[src/hdl/bcu_pkg.sv]
// Shared types, widths, codes and helper functions of the bilinear cell upsampler.
// No dependencies; every other file refers to this package by scoped names.
package bcu_pkg;

	localparam int NUM_WIDTH = 32;
	localparam int FRAC_BITS = 16;
	localparam int MAX_STEPS = 8;
	localparam int STEP_W    = 4;
	localparam int IDX_W     = $clog2(MAX_STEPS);
	localparam int CFG_IDX_W = 2;

	// multiplier operands carry one extra bit so unsigned magnitudes stay positive
	localparam int OP_W      = NUM_WIDTH + 1;
	localparam int PROD_W    = 2 * OP_W;
	localparam int AREA_W    = 2 * NUM_WIDTH;
	localparam int QUO_W     = NUM_WIDTH;
	localparam int DIVD_W    = AREA_W + QUO_W;
	localparam int DIV_CNT_W = $clog2(QUO_W);
	// weighted sum: value times two magnitudes, four terms, plus headroom
	localparam int ACC_W     = 3 * NUM_WIDTH + 4;
	localparam int SH_W      = PROD_W - FRAC_BITS;

	typedef logic signed [NUM_WIDTH-1:0] num_t;

	localparam num_t SCALE_ONE = {{(NUM_WIDTH-FRAC_BITS-1){1'b0}}, 1'b1, {FRAC_BITS{1'b0}}};

	// configuration register indexes
	localparam logic [CFG_IDX_W-1:0] CFG_STEPS_X     = CFG_IDX_W'(0);
	localparam logic [CFG_IDX_W-1:0] CFG_STEPS_Y     = CFG_IDX_W'(1);
	localparam logic [CFG_IDX_W-1:0] CFG_VALUE_SCALE = CFG_IDX_W'(2);

	typedef struct packed {
		num_t x_low;
		num_t x_high;
		num_t y_low;
		num_t y_high;
		num_t val_ll;
		num_t val_lh;
		num_t val_hl;
		num_t val_hh;
	} in_item_t;

	typedef struct packed {
		num_t point_x;
		num_t point_y;
		num_t point_value;
		logic degenerate;
		logic last;
	} out_item_t;

	typedef enum logic [3:0] {
		ST_IDLE,
		ST_PREP,
		ST_MAG,
		ST_DX_GO,
		ST_DX_WAIT,
		ST_DY_GO,
		ST_DY_WAIT,
		ST_AREA,
		ST_AREA_W,
		ST_PT,
		ST_MAC,
		ST_DIV_GO,
		ST_DIV_WAIT,
		ST_SCALE,
		ST_SAT,
		ST_OUT
	} state_t;

	// zero acts as one, anything above the maximum acts as the maximum
	function automatic logic [STEP_W-1:0] clamp_steps(input logic [STEP_W-1:0] s);
		logic [STEP_W-1:0] r;
		if (s == '0) begin
			r = STEP_W'(1);
		end else if (s > STEP_W'(MAX_STEPS)) begin
			r = STEP_W'(MAX_STEPS);
		end else begin
			r = s;
		end
		return r;
	endfunction

	// saturate a shifted product to the number width
	function automatic num_t sat_num(input logic signed [SH_W-1:0] v);
		logic [SH_W-NUM_WIDTH:0] upper;
		num_t r;
		upper = v[SH_W-1:NUM_WIDTH-1];
		if ((&upper) || !(|upper)) begin
			r = v[NUM_WIDTH-1:0];
		end else if (v[SH_W-1]) begin
			r = {1'b1, {(NUM_WIDTH-1){1'b0}}};
		end else begin
			r = {1'b0, {(NUM_WIDTH-1){1'b1}}};
		end
		return r;
	endfunction

endpackage

[src/hdl/bcu_mul.sv]
// Shared signed multiplier with a registered product.
// Depends on bcu_pkg for operand and product widths.
module bcu_mul (
	input  logic                                clk,
	input  logic signed [bcu_pkg::OP_W-1:0]     a,
	input  logic signed [bcu_pkg::OP_W-1:0]     b,
	output logic signed [bcu_pkg::PROD_W-1:0]   p_s1
);

	// register every product; result is usable in the cycle after issue
	always_ff @(posedge clk) begin
		p_s1 <= a * b;
	end

endmodule

[config.mk]
export PLATFORM = sky130hd
export DESIGN_NAME = bcu_mul
export DESIGN_NICKNAME = d
export VERILOG_FILES = /design/src/hdl/bcu_pkg.sv /design/src/hdl/bcu_mul.sv
export SDC_FILE = /design/constraint.sdc
export NUM_CORES = 2
export LEC_CHECK = 0
export BUFFER_PORTS_ARGS = -buffer_cell sky130_fd_sc_hd__buf_2
export CAP_MARGIN = 15
export CELL_PAD_IN_SITES_DETAIL_PLACEMENT = 1
export CELL_PAD_IN_SITES_GLOBAL_PLACEMENT = 2
export CORE_MARGIN = 3
export CORE_UTILIZATION = 46
export CTS_CLUSTER_SIZE = 24
export DETAILED_ROUTE_END_ITERATION = 12
export PLACE_DENSITY = 0.95
export SETUP_SLACK_MARGIN = 0.5
export SLEW_MARGIN = 20
export SYNTH_ARGS = -nofsm -noshare
export SYNTH_HDL_FRONTEND = slang
export SYNTH_SLANG_ARGS = --single-unit
export TNS_END_PERCENT = 50
[constraint.sdc]
create_clock -name clk -period 14.3 [get_ports clk]
set_input_delay 2.145 -clock clk [delete_from_list [all_inputs] [get_ports clk]]
set_output_delay 2.145 -clock clk [all_outputs]
set_load 0.01 [all_outputs]
==> impl_metrics.env <==
export IMPL_rows=108
export IMPL_dieArea_sq_um=92160
export IMPL_grt_remaining_overflow=0
export IMPL_wirelength_microns=126400
export IMPL_grt_pass1_vias=34826
export IMPL_ys_seq_elements=66
export IMPL_cts_reportedPaths_clkPinSlew_ns=0.09
export IMPL_max_cap_violations=0
export IMPL_synthFlopType="dfxtp_1"
export IMPL_synth_edf_count=0
export IMPL_regMostFlops="p_s1"
export IMPL_port_buffers=132
export IMPL_syn_area_sq_um=40730
export IMPL_grt_pass1_wl_microns=201200
export IMPL_layout_drive_gt1_share_pct=4.584
export IMPL_seqCellArea_sq_um=1321
export IMPL_io_pins=133
export IMPL_drcViolationCount=0
export IMPL_htreeDepth=3
export IMPL_wl_met3_microns=6025
export IMPL_vias=29284
export IMPL_cts_sinks=66
export IMPL_numPlacedInstances=5415
export IMPL_yosysSeqAreaShare_pct=3.244
export IMPL_root_buffer="clkbuf_16"
export IMPL_rsz0062_at_grt="false"
export IMPL_crit_fanout=33
export IMPL_synth_top_area_share_pct=56.27
export IMPL_hold_class="in2reg"
export IMPL_critPathSlowestCell="fa_1"
export IMPL_first_pass_iters=5
export IMPL_synthCells=4338
export IMPL_antenna_cells=0
export IMPL_drtIter0Drc=1501
export IMPL_post_cts_setup_buffers=0
export IMPL_max_slew_margin_pct=32.76
export IMPL_crit_buf_inv=4
export IMPL_ys_top_cells_by_area="fa_1, inv_1, and2_1"
export IMPL_hpwl_microns=104300
export IMPL_syn_avg_cell_area_sq_um=9.390
export IMPL_ys_async_sr_fraction_pct=0
export IMPL_syn_nets=5767
export IMPL_path_cells="buf_2 -> nand2_1 -> fa_1 -> fa_1 -> fa_1 -> inv_1 -> fa_1 -> fa_1 -> fa_1 -> fa_1 -> inv_1 -> fa_1 -> inv_1 -> ha_1 -> nand3_1 -> nor2_1 -> nand2_1 -> nor3_1 -> o311ai_4 -> nand3_2 -> a211oi_1 -> a311oi_1"
export IMPL_hold_violations=0
export IMPL_arrival_ns=10.85
export IMPL_max_freq_ghz=0.09501
export IMPL_layout_common_cells="fa_1, inv_1, and2_1, nand2_1, ha_1"
export IMPL_start_util_pct=46.66
export IMPL_wl_met2_microns=67130
export IMPL_largest_register_ffs=66
export IMPL_crit_top_cell="fa_1"
export IMPL_core_area_sq_um=87290
export IMPL_grt_usage_pct=29.05
export IMPL_critPathTopFamily="adder cells"
export IMPL_fin_crit_sh_pct=73.60
export IMPL_die_w_microns=303.6
export IMPL_wl_per_cell_microns=23.27
export IMPL_critPathLaunchType="input port"
export IMPL_tns_ns=0
export IMPL_final_nets=5700
export IMPL_fillers=10093
export IMPL_layout_cells_non_filler=5431
export IMPL_numCtsBuffers=9
export IMPL_slew_violations=0
export IMPL_postCtsHoldBufs=0
export IMPL_worstMarginPinSlew_ns=1.009
export IMPL_setup_viol=0
export IMPL_cts_tree="built"
export IMPL_fin_crit_ns=10.53
export IMPL_cts_path_max_buffers=2
export IMPL_dieHeight_microns=303.6
export IMPL_top_layer_used="met4"
export IMPL_yosysTopAreaCell="fa_1"
export IMPL_place_congestion=0.8817
export IMPL_cp_end_kind="flip-flop"
export IMPL_yosys_cell_types_count=80
export IMPL_ant_nets=0
export IMPL_m1WireLength_microns=46630
export IMPL_grt_antenna_before_repair=4
export IMPL_status="complete, no violations"
export IMPL_path_class="in2reg"
export IMPL_final_common_cell="fa_1"
export IMPL_worstPathRequired_ns=14.62
export IMPL_viasPerCell=5.392
export IMPL_syn_to_final_growth_pct=4.042
export IMPL_cpPeakStageDelay_ns=0.84
export IMPL_yosys_warnings=0
export IMPL_grt_max_degree=34
export IMPL_multi_input_area_sq_um=34320
export IMPL_largestRegisters="p_s1 (66)"
export IMPL_cts_resized=0
synth_stat cells (all sizes together), types with 3 or more instances:
library cell and instances:
fa 1145, inv 1131, and2 563, nand2 551, ha 217, clkbuf 208
nor2 68, dfxtp 66, a21oi 61, xnor2 43, a21o 38, o21ai 33
nand3 26, xor2 25, buf 13, nand2b 12, nand4 12, a211oi 11
o21bai 11, a31oi 9, nor3 7, o31ai 7, a211o 6, and3 6
o21a 6, and4 5, nor2b 5, o211ai 5, a21boi 3, a221oi 3
nor4 3, or2 3, or3 3
metal layers:
| layer | GRT usage (%) | vias to the layer above |
|---|---|---|
| li1 | - | 12187 |
| met3 | 3.053 | 293 |
| met4 | 13.37 | 0 |
| met5 | 0 | - |
| met1 | 34.76 | 15914 |
| met2 | 52.61 | 890 |
cells by family (layout without fill, tap and decap cells):
group / Yosys count / count (layout) / share of synthesized area (%)
AOI/OAI and AO/OA: 219 / 219 / 4.067
xor gates and xnor gates: 68 / 68 / 1.462
and+or+nand+nor: 1271 / 1271 / 15.78
DFF: 66 / 66 / 3.244
adders and majority gates: 1362 / 1362 / 62.94
buffers and inverters: 1352 / 1290 / 12.51
per-stage QoR:
stage | setup slack [ns] | cell area [sq um] | utilization, % | hold WS (ns)
2_1_floorplan | 4.919 | 40730 | - | 2.272
3_3_place_gp | 3.504 | 42070 | 48.20 | 2.540
3_5_place_dp | 3.330 | 42070 | 48.20 | 2.541
4_1_cts | 3.704 | 42380 | 48.55 | 2.381
5_1_grt | 3.640 | 42380 | 48.55 | 2.417
6_report | 3.775 | 42380 | 48.55 | 2.439
path summary, 6_finish.rpt:
path | depth (start not counted) | from | endpoint | slack (ns)
setup / recovery | 22 | b[9] | p_s1[64] | 3.77
hold / removal | 2 | b[0] | p_s1[0] | 2.44
final cells by class:
type,instances,share of cell area (%)
clock inverter,4,0.1181
clock buffer,12,0.6052
inverter,1131,10.02
tap,1155,3.410
timing repair buffer,143,1.754
multi-input combinational,2920,80.98
sequential,66,3.118
Power is left out: the tool's default activity adds up to more than one toggle a clock period on the data nets, which glitch-free logic cannot reach.
