===== src/hdl/bcu_pkg.sv =====
// Shared types, widths, codes and helper functions of the bilinear cell upsampler.
// No dependencies; every other file refers to this package by scoped names.
package bcu_pkg;

	localparam int NUM_WIDTH = 32;
	localparam int FRAC_BITS = 16;
	localparam int MAX_STEPS = 8;
	localparam int STEP_W    = 4;
	localparam int IDX_W     = $clog2(MAX_STEPS);
	localparam int CFG_IDX_W = 2;

	// multiplier operands carry one extra bit so unsigned magnitudes stay positive
	localparam int OP_W      = NUM_WIDTH + 1;
	localparam int PROD_W    = 2 * OP_W;
	localparam int AREA_W    = 2 * NUM_WIDTH;
	localparam int QUO_W     = NUM_WIDTH;
	localparam int DIVD_W    = AREA_W + QUO_W;
	localparam int DIV_CNT_W = $clog2(QUO_W);
	// weighted sum: value times two magnitudes, four terms, plus headroom
	localparam int ACC_W     = 3 * NUM_WIDTH + 4;
	localparam int SH_W      = PROD_W - FRAC_BITS;

	typedef logic signed [NUM_WIDTH-1:0] num_t;

	localparam num_t SCALE_ONE = {{(NUM_WIDTH-FRAC_BITS-1){1'b0}}, 1'b1, {FRAC_BITS{1'b0}}};

	// configuration register indexes
	localparam logic [CFG_IDX_W-1:0] CFG_STEPS_X     = CFG_IDX_W'(0);
	localparam logic [CFG_IDX_W-1:0] CFG_STEPS_Y     = CFG_IDX_W'(1);
	localparam logic [CFG_IDX_W-1:0] CFG_VALUE_SCALE = CFG_IDX_W'(2);

	typedef struct packed {
		num_t x_low;
		num_t x_high;
		num_t y_low;
		num_t y_high;
		num_t val_ll;
		num_t val_lh;
		num_t val_hl;
		num_t val_hh;
	} in_item_t;

	typedef struct packed {
		num_t point_x;
		num_t point_y;
		num_t point_value;
		logic degenerate;
		logic last;
	} out_item_t;

	typedef enum logic [3:0] {
		ST_IDLE,
		ST_PREP,
		ST_MAG,
		ST_DX_GO,
		ST_DX_WAIT,
		ST_DY_GO,
		ST_DY_WAIT,
		ST_AREA,
		ST_AREA_W,
		ST_PT,
		ST_MAC,
		ST_DIV_GO,
		ST_DIV_WAIT,
		ST_SCALE,
		ST_SAT,
		ST_OUT
	} state_t;

	// zero acts as one, anything above the maximum acts as the maximum
	function automatic logic [STEP_W-1:0] clamp_steps(input logic [STEP_W-1:0] s);
		logic [STEP_W-1:0] r;
		if (s == '0) begin
			r = STEP_W'(1);
		end else if (s > STEP_W'(MAX_STEPS)) begin
			r = STEP_W'(MAX_STEPS);
		end else begin
			r = s;
		end
		return r;
	endfunction

	// saturate a shifted product to the number width
	function automatic num_t sat_num(input logic signed [SH_W-1:0] v);
		logic [SH_W-NUM_WIDTH:0] upper;
		num_t r;
		upper = v[SH_W-1:NUM_WIDTH-1];
		if ((&upper) || !(|upper)) begin
			r = v[NUM_WIDTH-1:0];
		end else if (v[SH_W-1]) begin
			r = {1'b1, {(NUM_WIDTH-1){1'b0}}};
		end else begin
			r = {1'b0, {(NUM_WIDTH-1){1'b1}}};
		end
		return r;
	endfunction

endpackage


===== src/hdl/bcu_div.sv =====
// Shared restoring divider: one quotient bit per cycle, 32 steps per division.
// Depends on bcu_pkg for widths. The caller guarantees the quotient fits QUO_W bits.
module bcu_div (
	input  logic                              clk,
	input  logic                              arst_n,
	input  logic                              start,
	input  logic [bcu_pkg::DIVD_W-1:0]        dividend,
	input  logic [bcu_pkg::AREA_W-1:0]        divisor,
	output logic                              done,
	output logic [bcu_pkg::QUO_W-1:0]         quotient
);

	logic [bcu_pkg::AREA_W-1:0]    rem_q;
	logic [bcu_pkg::AREA_W-1:0]    dsr_q;
	logic [bcu_pkg::QUO_W-1:0]     lo_q;
	logic                          busy_q;
	logic                          done_q;
	logic [bcu_pkg::DIV_CNT_W-1:0] cnt_q;
	logic [bcu_pkg::AREA_W+1:0]    diff;
	logic                          ge;

	// trial subtract of the divisor from the shifted partial remainder
	assign diff = {1'b0, rem_q, lo_q[bcu_pkg::QUO_W-1]} - {2'b00, dsr_q};
	assign ge   = !diff[bcu_pkg::AREA_W+1];

	assign done     = done_q;
	assign quotient = lo_q;

	// step control
	always_ff @(posedge clk or negedge arst_n) begin
		if (!arst_n) begin
			busy_q <= 1'b0;
			done_q <= 1'b0;
			cnt_q  <= '0;
		end else begin
			done_q <= 1'b0;
			if (start) begin
				busy_q <= 1'b1;
				cnt_q  <= '0;
			end else if (busy_q) begin
				cnt_q <= cnt_q + 1'b1;
				if (cnt_q == bcu_pkg::DIV_CNT_W'(bcu_pkg::QUO_W - 1)) begin
					busy_q <= 1'b0;
					done_q <= 1'b1;
				end
			end
		end
	end

	// remainder and quotient shift; low dividend bits shift out as quotient bits shift in
	always_ff @(posedge clk) begin
		if (start) begin
			rem_q <= dividend[bcu_pkg::DIVD_W-1:bcu_pkg::QUO_W];
			lo_q  <= dividend[bcu_pkg::QUO_W-1:0];
			dsr_q <= divisor;
		end else if (busy_q) begin
			rem_q <= ge ? diff[bcu_pkg::AREA_W-1:0]
				: {rem_q[bcu_pkg::AREA_W-2:0], lo_q[bcu_pkg::QUO_W-1]};
			lo_q  <= {lo_q[bcu_pkg::QUO_W-2:0], ge};
		end
	end

endmodule


===== config.mk =====
export PLATFORM = sky130hd
export DESIGN_NAME = bcu_div
export DESIGN_NICKNAME = d
export VERILOG_FILES = /design/src/hdl/bcu_pkg.sv /design/src/hdl/bcu_div.sv
export SDC_FILE = /design/constraint.sdc
export NUM_CORES = 1
export LEC_CHECK = 0
export ABC_AREA = 1
export BUFFER_PORTS_ARGS = -buffer_cell sky130_fd_sc_hd__buf_2
export CORE_MARGIN = 2
export CORE_UTILIZATION = 55
export DETAILED_ROUTE_END_ITERATION = 7
export PLACE_DENSITY = 0.77
export SLEW_MARGIN = 5
export SYNTH_ARGS = -nofsm -noshare
export SYNTH_HDL_FRONTEND = slang
export SYNTH_SLANG_ARGS = --single-unit

===== constraint.sdc =====
create_clock -name clk -period 7 [get_ports clk]
set_input_delay 1.4 -clock clk [delete_from_list [all_inputs] [get_ports clk]]
set_output_delay 1.4 -clock clk [all_outputs]
set_load 0.03 [all_outputs]

==> impl_metrics.env <==
export IMPL_htreeDepth=4
export IMPL_synth_avg_cell_area_um2=6.67
export IMPL_drt_iter0_markers=1337
export IMPL_worstSkewPairLatency_ns=0.45
export IMPL_rsz0062_at_grt="false"
export IMPL_root_buffer="clkbuf_16"
export IMPL_end_kind="flop"
export IMPL_nets=2407
export IMPL_cts_tree="yes"
export IMPL_first_pass_iters=8
export IMPL_drcViolationCount=0
export IMPL_slew_violations=0
export IMPL_core_area_um2=23600
export IMPL_antenna_left=0
export IMPL_post_dp_hpwl_um=33700
export IMPL_seq_area_um2=4980
export IMPL_drive_gt1_share_pct=13.2
export IMPL_ir_drop_uv=212
export IMPL_synth_ff_type="edfxtp_1"
export IMPL_clkSinkCount=167
export IMPL_cap_violations=0
export IMPL_critPathMaxFanout=65
export IMPL_wl_per_cell_um=17.1
export IMPL_cts_buffer_depth=2
export IMPL_synth_largest_area_cell="edfxtp_1"
export IMPL_die_area_um2=25500
export IMPL_power_per_cell_area_nw_per_um2=424
export IMPL_status="completed"
export IMPL_synthTopCellsByArea="edfxtp_1 36%, nand2_1 26%, inv_1 10%, ha_1 6.2%, nand3_1 3.7%"
export IMPL_fin_crit_sh_pct=58.4
export IMPL_yosys_warnings=0
export IMPL_period_needed_ns=4.09
export IMPL_syn_nets=2227
export IMPL_finClkSkew_ns=0.0218
export IMPL_synth_most_common_cell="nand2_1"
export IMPL_start_kind="flop"
export IMPL_yosysSeqAreaShare_pct=37.4
export IMPL_synth_edf_count=160
export IMPL_required_ns=7.20
export IMPL_yosysTopAreaCellShare_pct=36.1
export IMPL_crit_arrival_ns=4.29
export IMPL_synthesis_area_um2=13300
export IMPL_dp_slack_ns=2.81
export IMPL_die_x_um=160
export IMPL_io_buffer_count=195
export IMPL_initial_core_util_pct=56.4
export IMPL_setup_ws_ns=2.91
export IMPL_fmax_mhz=245
export IMPL_antenna_found_initial=0
export IMPL_final_fill_count=2155
export IMPL_cts_resized=0
export IMPL_async_flop_share_pct=4.19
export IMPL_netlist_top_cells_count="913 x nand2_1, 359 x inv_1, 160 x edfxtp_1"
export IMPL_grt_max_degree=85
export IMPL_fin_setup_tns_ns=0
export IMPL_yosys_register_bits=167
export IMPL_syn_inst=1997
export IMPL_hold_buffers=0
export IMPL_max_slew_worst_pin_slew_ns=1.02
export IMPL_die_h_um=160
export IMPL_finalSetupViolCount=0
export IMPL_gp_congestion=1.01
export IMPL_slew_headroom_pct=31.3
export IMPL_hold_path_class="flop to flop"
export IMPL_synth_cell_types=36
export IMPL_viasPerCell=5.26
export IMPL_dr_total_vias=13200
export IMPL_core_rowCount=56
export IMPL_wirelength_um=42800
export IMPL_multi_input_area_um2=6710
export IMPL_clkSlewWorstSetupHoldPaths_ns=0.07
export IMPL_critPathKind="flop to flop"
export IMPL_synthToLayoutAreaGrowth_pct=13.6
export IMPL_grt_usage_pct=33.5
export IMPL_timing_final_hold_violations=0
export IMPL_grt_pass1_wl_um=66200
export IMPL_grt_pass1_vias=12500
export IMPL_post_cts_setup_buffers=0
export IMPL_n_antenna_cell=0
export IMPL_ioPinCount=196
export IMPL_cts_buffers_inserted=17
export IMPL_grt_overflow_total=0
export IMPL_total_leakage_power_nw=8.50
-- worst paths after layout --
kind                             end  slack [ns]  cells past startpoint      start
max                        rem_q[47]        2.91                     14  rem_q[47]
min                         cnt_q[4]        0.53                      2   cnt_q[4]
max reg2reg                rem_q[47]        2.91                     14  rem_q[47]
min reg2reg                 cnt_q[4]        0.53                      2   cnt_q[4]
max in group asynchronous       done        6.05                      1     arst_n
min in group asynchronous   cnt_q[2]        0.78                      1     arst_n
-- worst max-delay path, cell delays in order (launching register included) --
cell	delay (ns)
edfxtp_1	0.42
ha_1	0.44
a21oi_1	0.32
nand2_1	0.17
inv_2	0.06
nand2_1	0.07
inv_1	0.05
o21ai_1	0.12
a21oi_4	0.14
buf_4	0.40
nand2_4	0.54
nand2_2	0.80
nand2_1	0.11
nand2_1	0.09
nand2_1	0.06
-- area by class of cell --
cell class	count	share of cell area, %
clock buffers	17	2.81
clock inverters	15	1.20
inverters	378	9.38
multi-input cells	1414	44.4
flip-flops and latches	167	32.9
well taps	319	2.64
repair buffers	199	6.69
-- metal layers --
layer	up-vias	share of wire, %	global-route usage [%]
met2	630	45	54.4
li1	6504	-	-
met3	55	8.8	6.00
met1	6017	44	46.6
met4	0	1.9	8.10
met5	-	0	0
-- cells by family after synthesis --
group	share of synthesized area [%]
adder cells (fa/ha/maj)	6.35
AND/OR/NAND/NOR	38.8
XOR/XNOR	2.04
AO/OA/AOI/OAI	3.17
flip-flops	37.4
buffers and inverters	12.3
-- cell usage in the layout (no fill, tap or decap), types with 3 or more instances in the layout --
cell and n:
xnor2_1 29, and2_1 5, buf_4 4, buf_2 194
o21bai_1 6, nand3b_1 47, clkinv_8 7, dfrtp_1 7
clkbuf_16 17, nand2_4 3, nand4_1 17, edfxtp_1 160
nand2_2 21, nand2_1 912, nor2_4 3, ha_1 66
nor2_2 7, inv_6 4, inv_1 358, o21ai_0 15
a21oi_1 51, nor2_1 103, nand3_1 99, nor3_1 14
inv_2 19, nor4_1 4
-- through the flow --
step                      power [W]  utilization, %  cells  hold slack [ns]  area (um^2)
after global routing        0.00690            64.1   2509            0.553        15100
final                       0.00641            64.1   2509            0.532        15100
after detailed placement    0.00532            61.5   2477            0.510        14500
after global placement      0.00525            61.5   2477            0.492        14500
after CTS                   0.00633            64.1   2509            0.528        15100
after floorplan             0.00432               -   1997            0.478        13300
-- sequential cells by signal, summed over array words and instances (netlist names) --
register,count
cnt_q,5
rem_q,64
quotient,32
done,1
dsr_q,64
busy_q,1
-- report_power, final --
part	internal, W	total [W]	leakage, nW	switching (W)
sequential	0.00142	0.00156	1.75	0.000142
combinational	0.00126	0.00386	6.46	0.00260
clock	0.000483	0.000995	0.290	0.000512
total	0.00316	0.00641	8.50	0.00325
No activity file was read; power rests on OpenSTA's default activity.
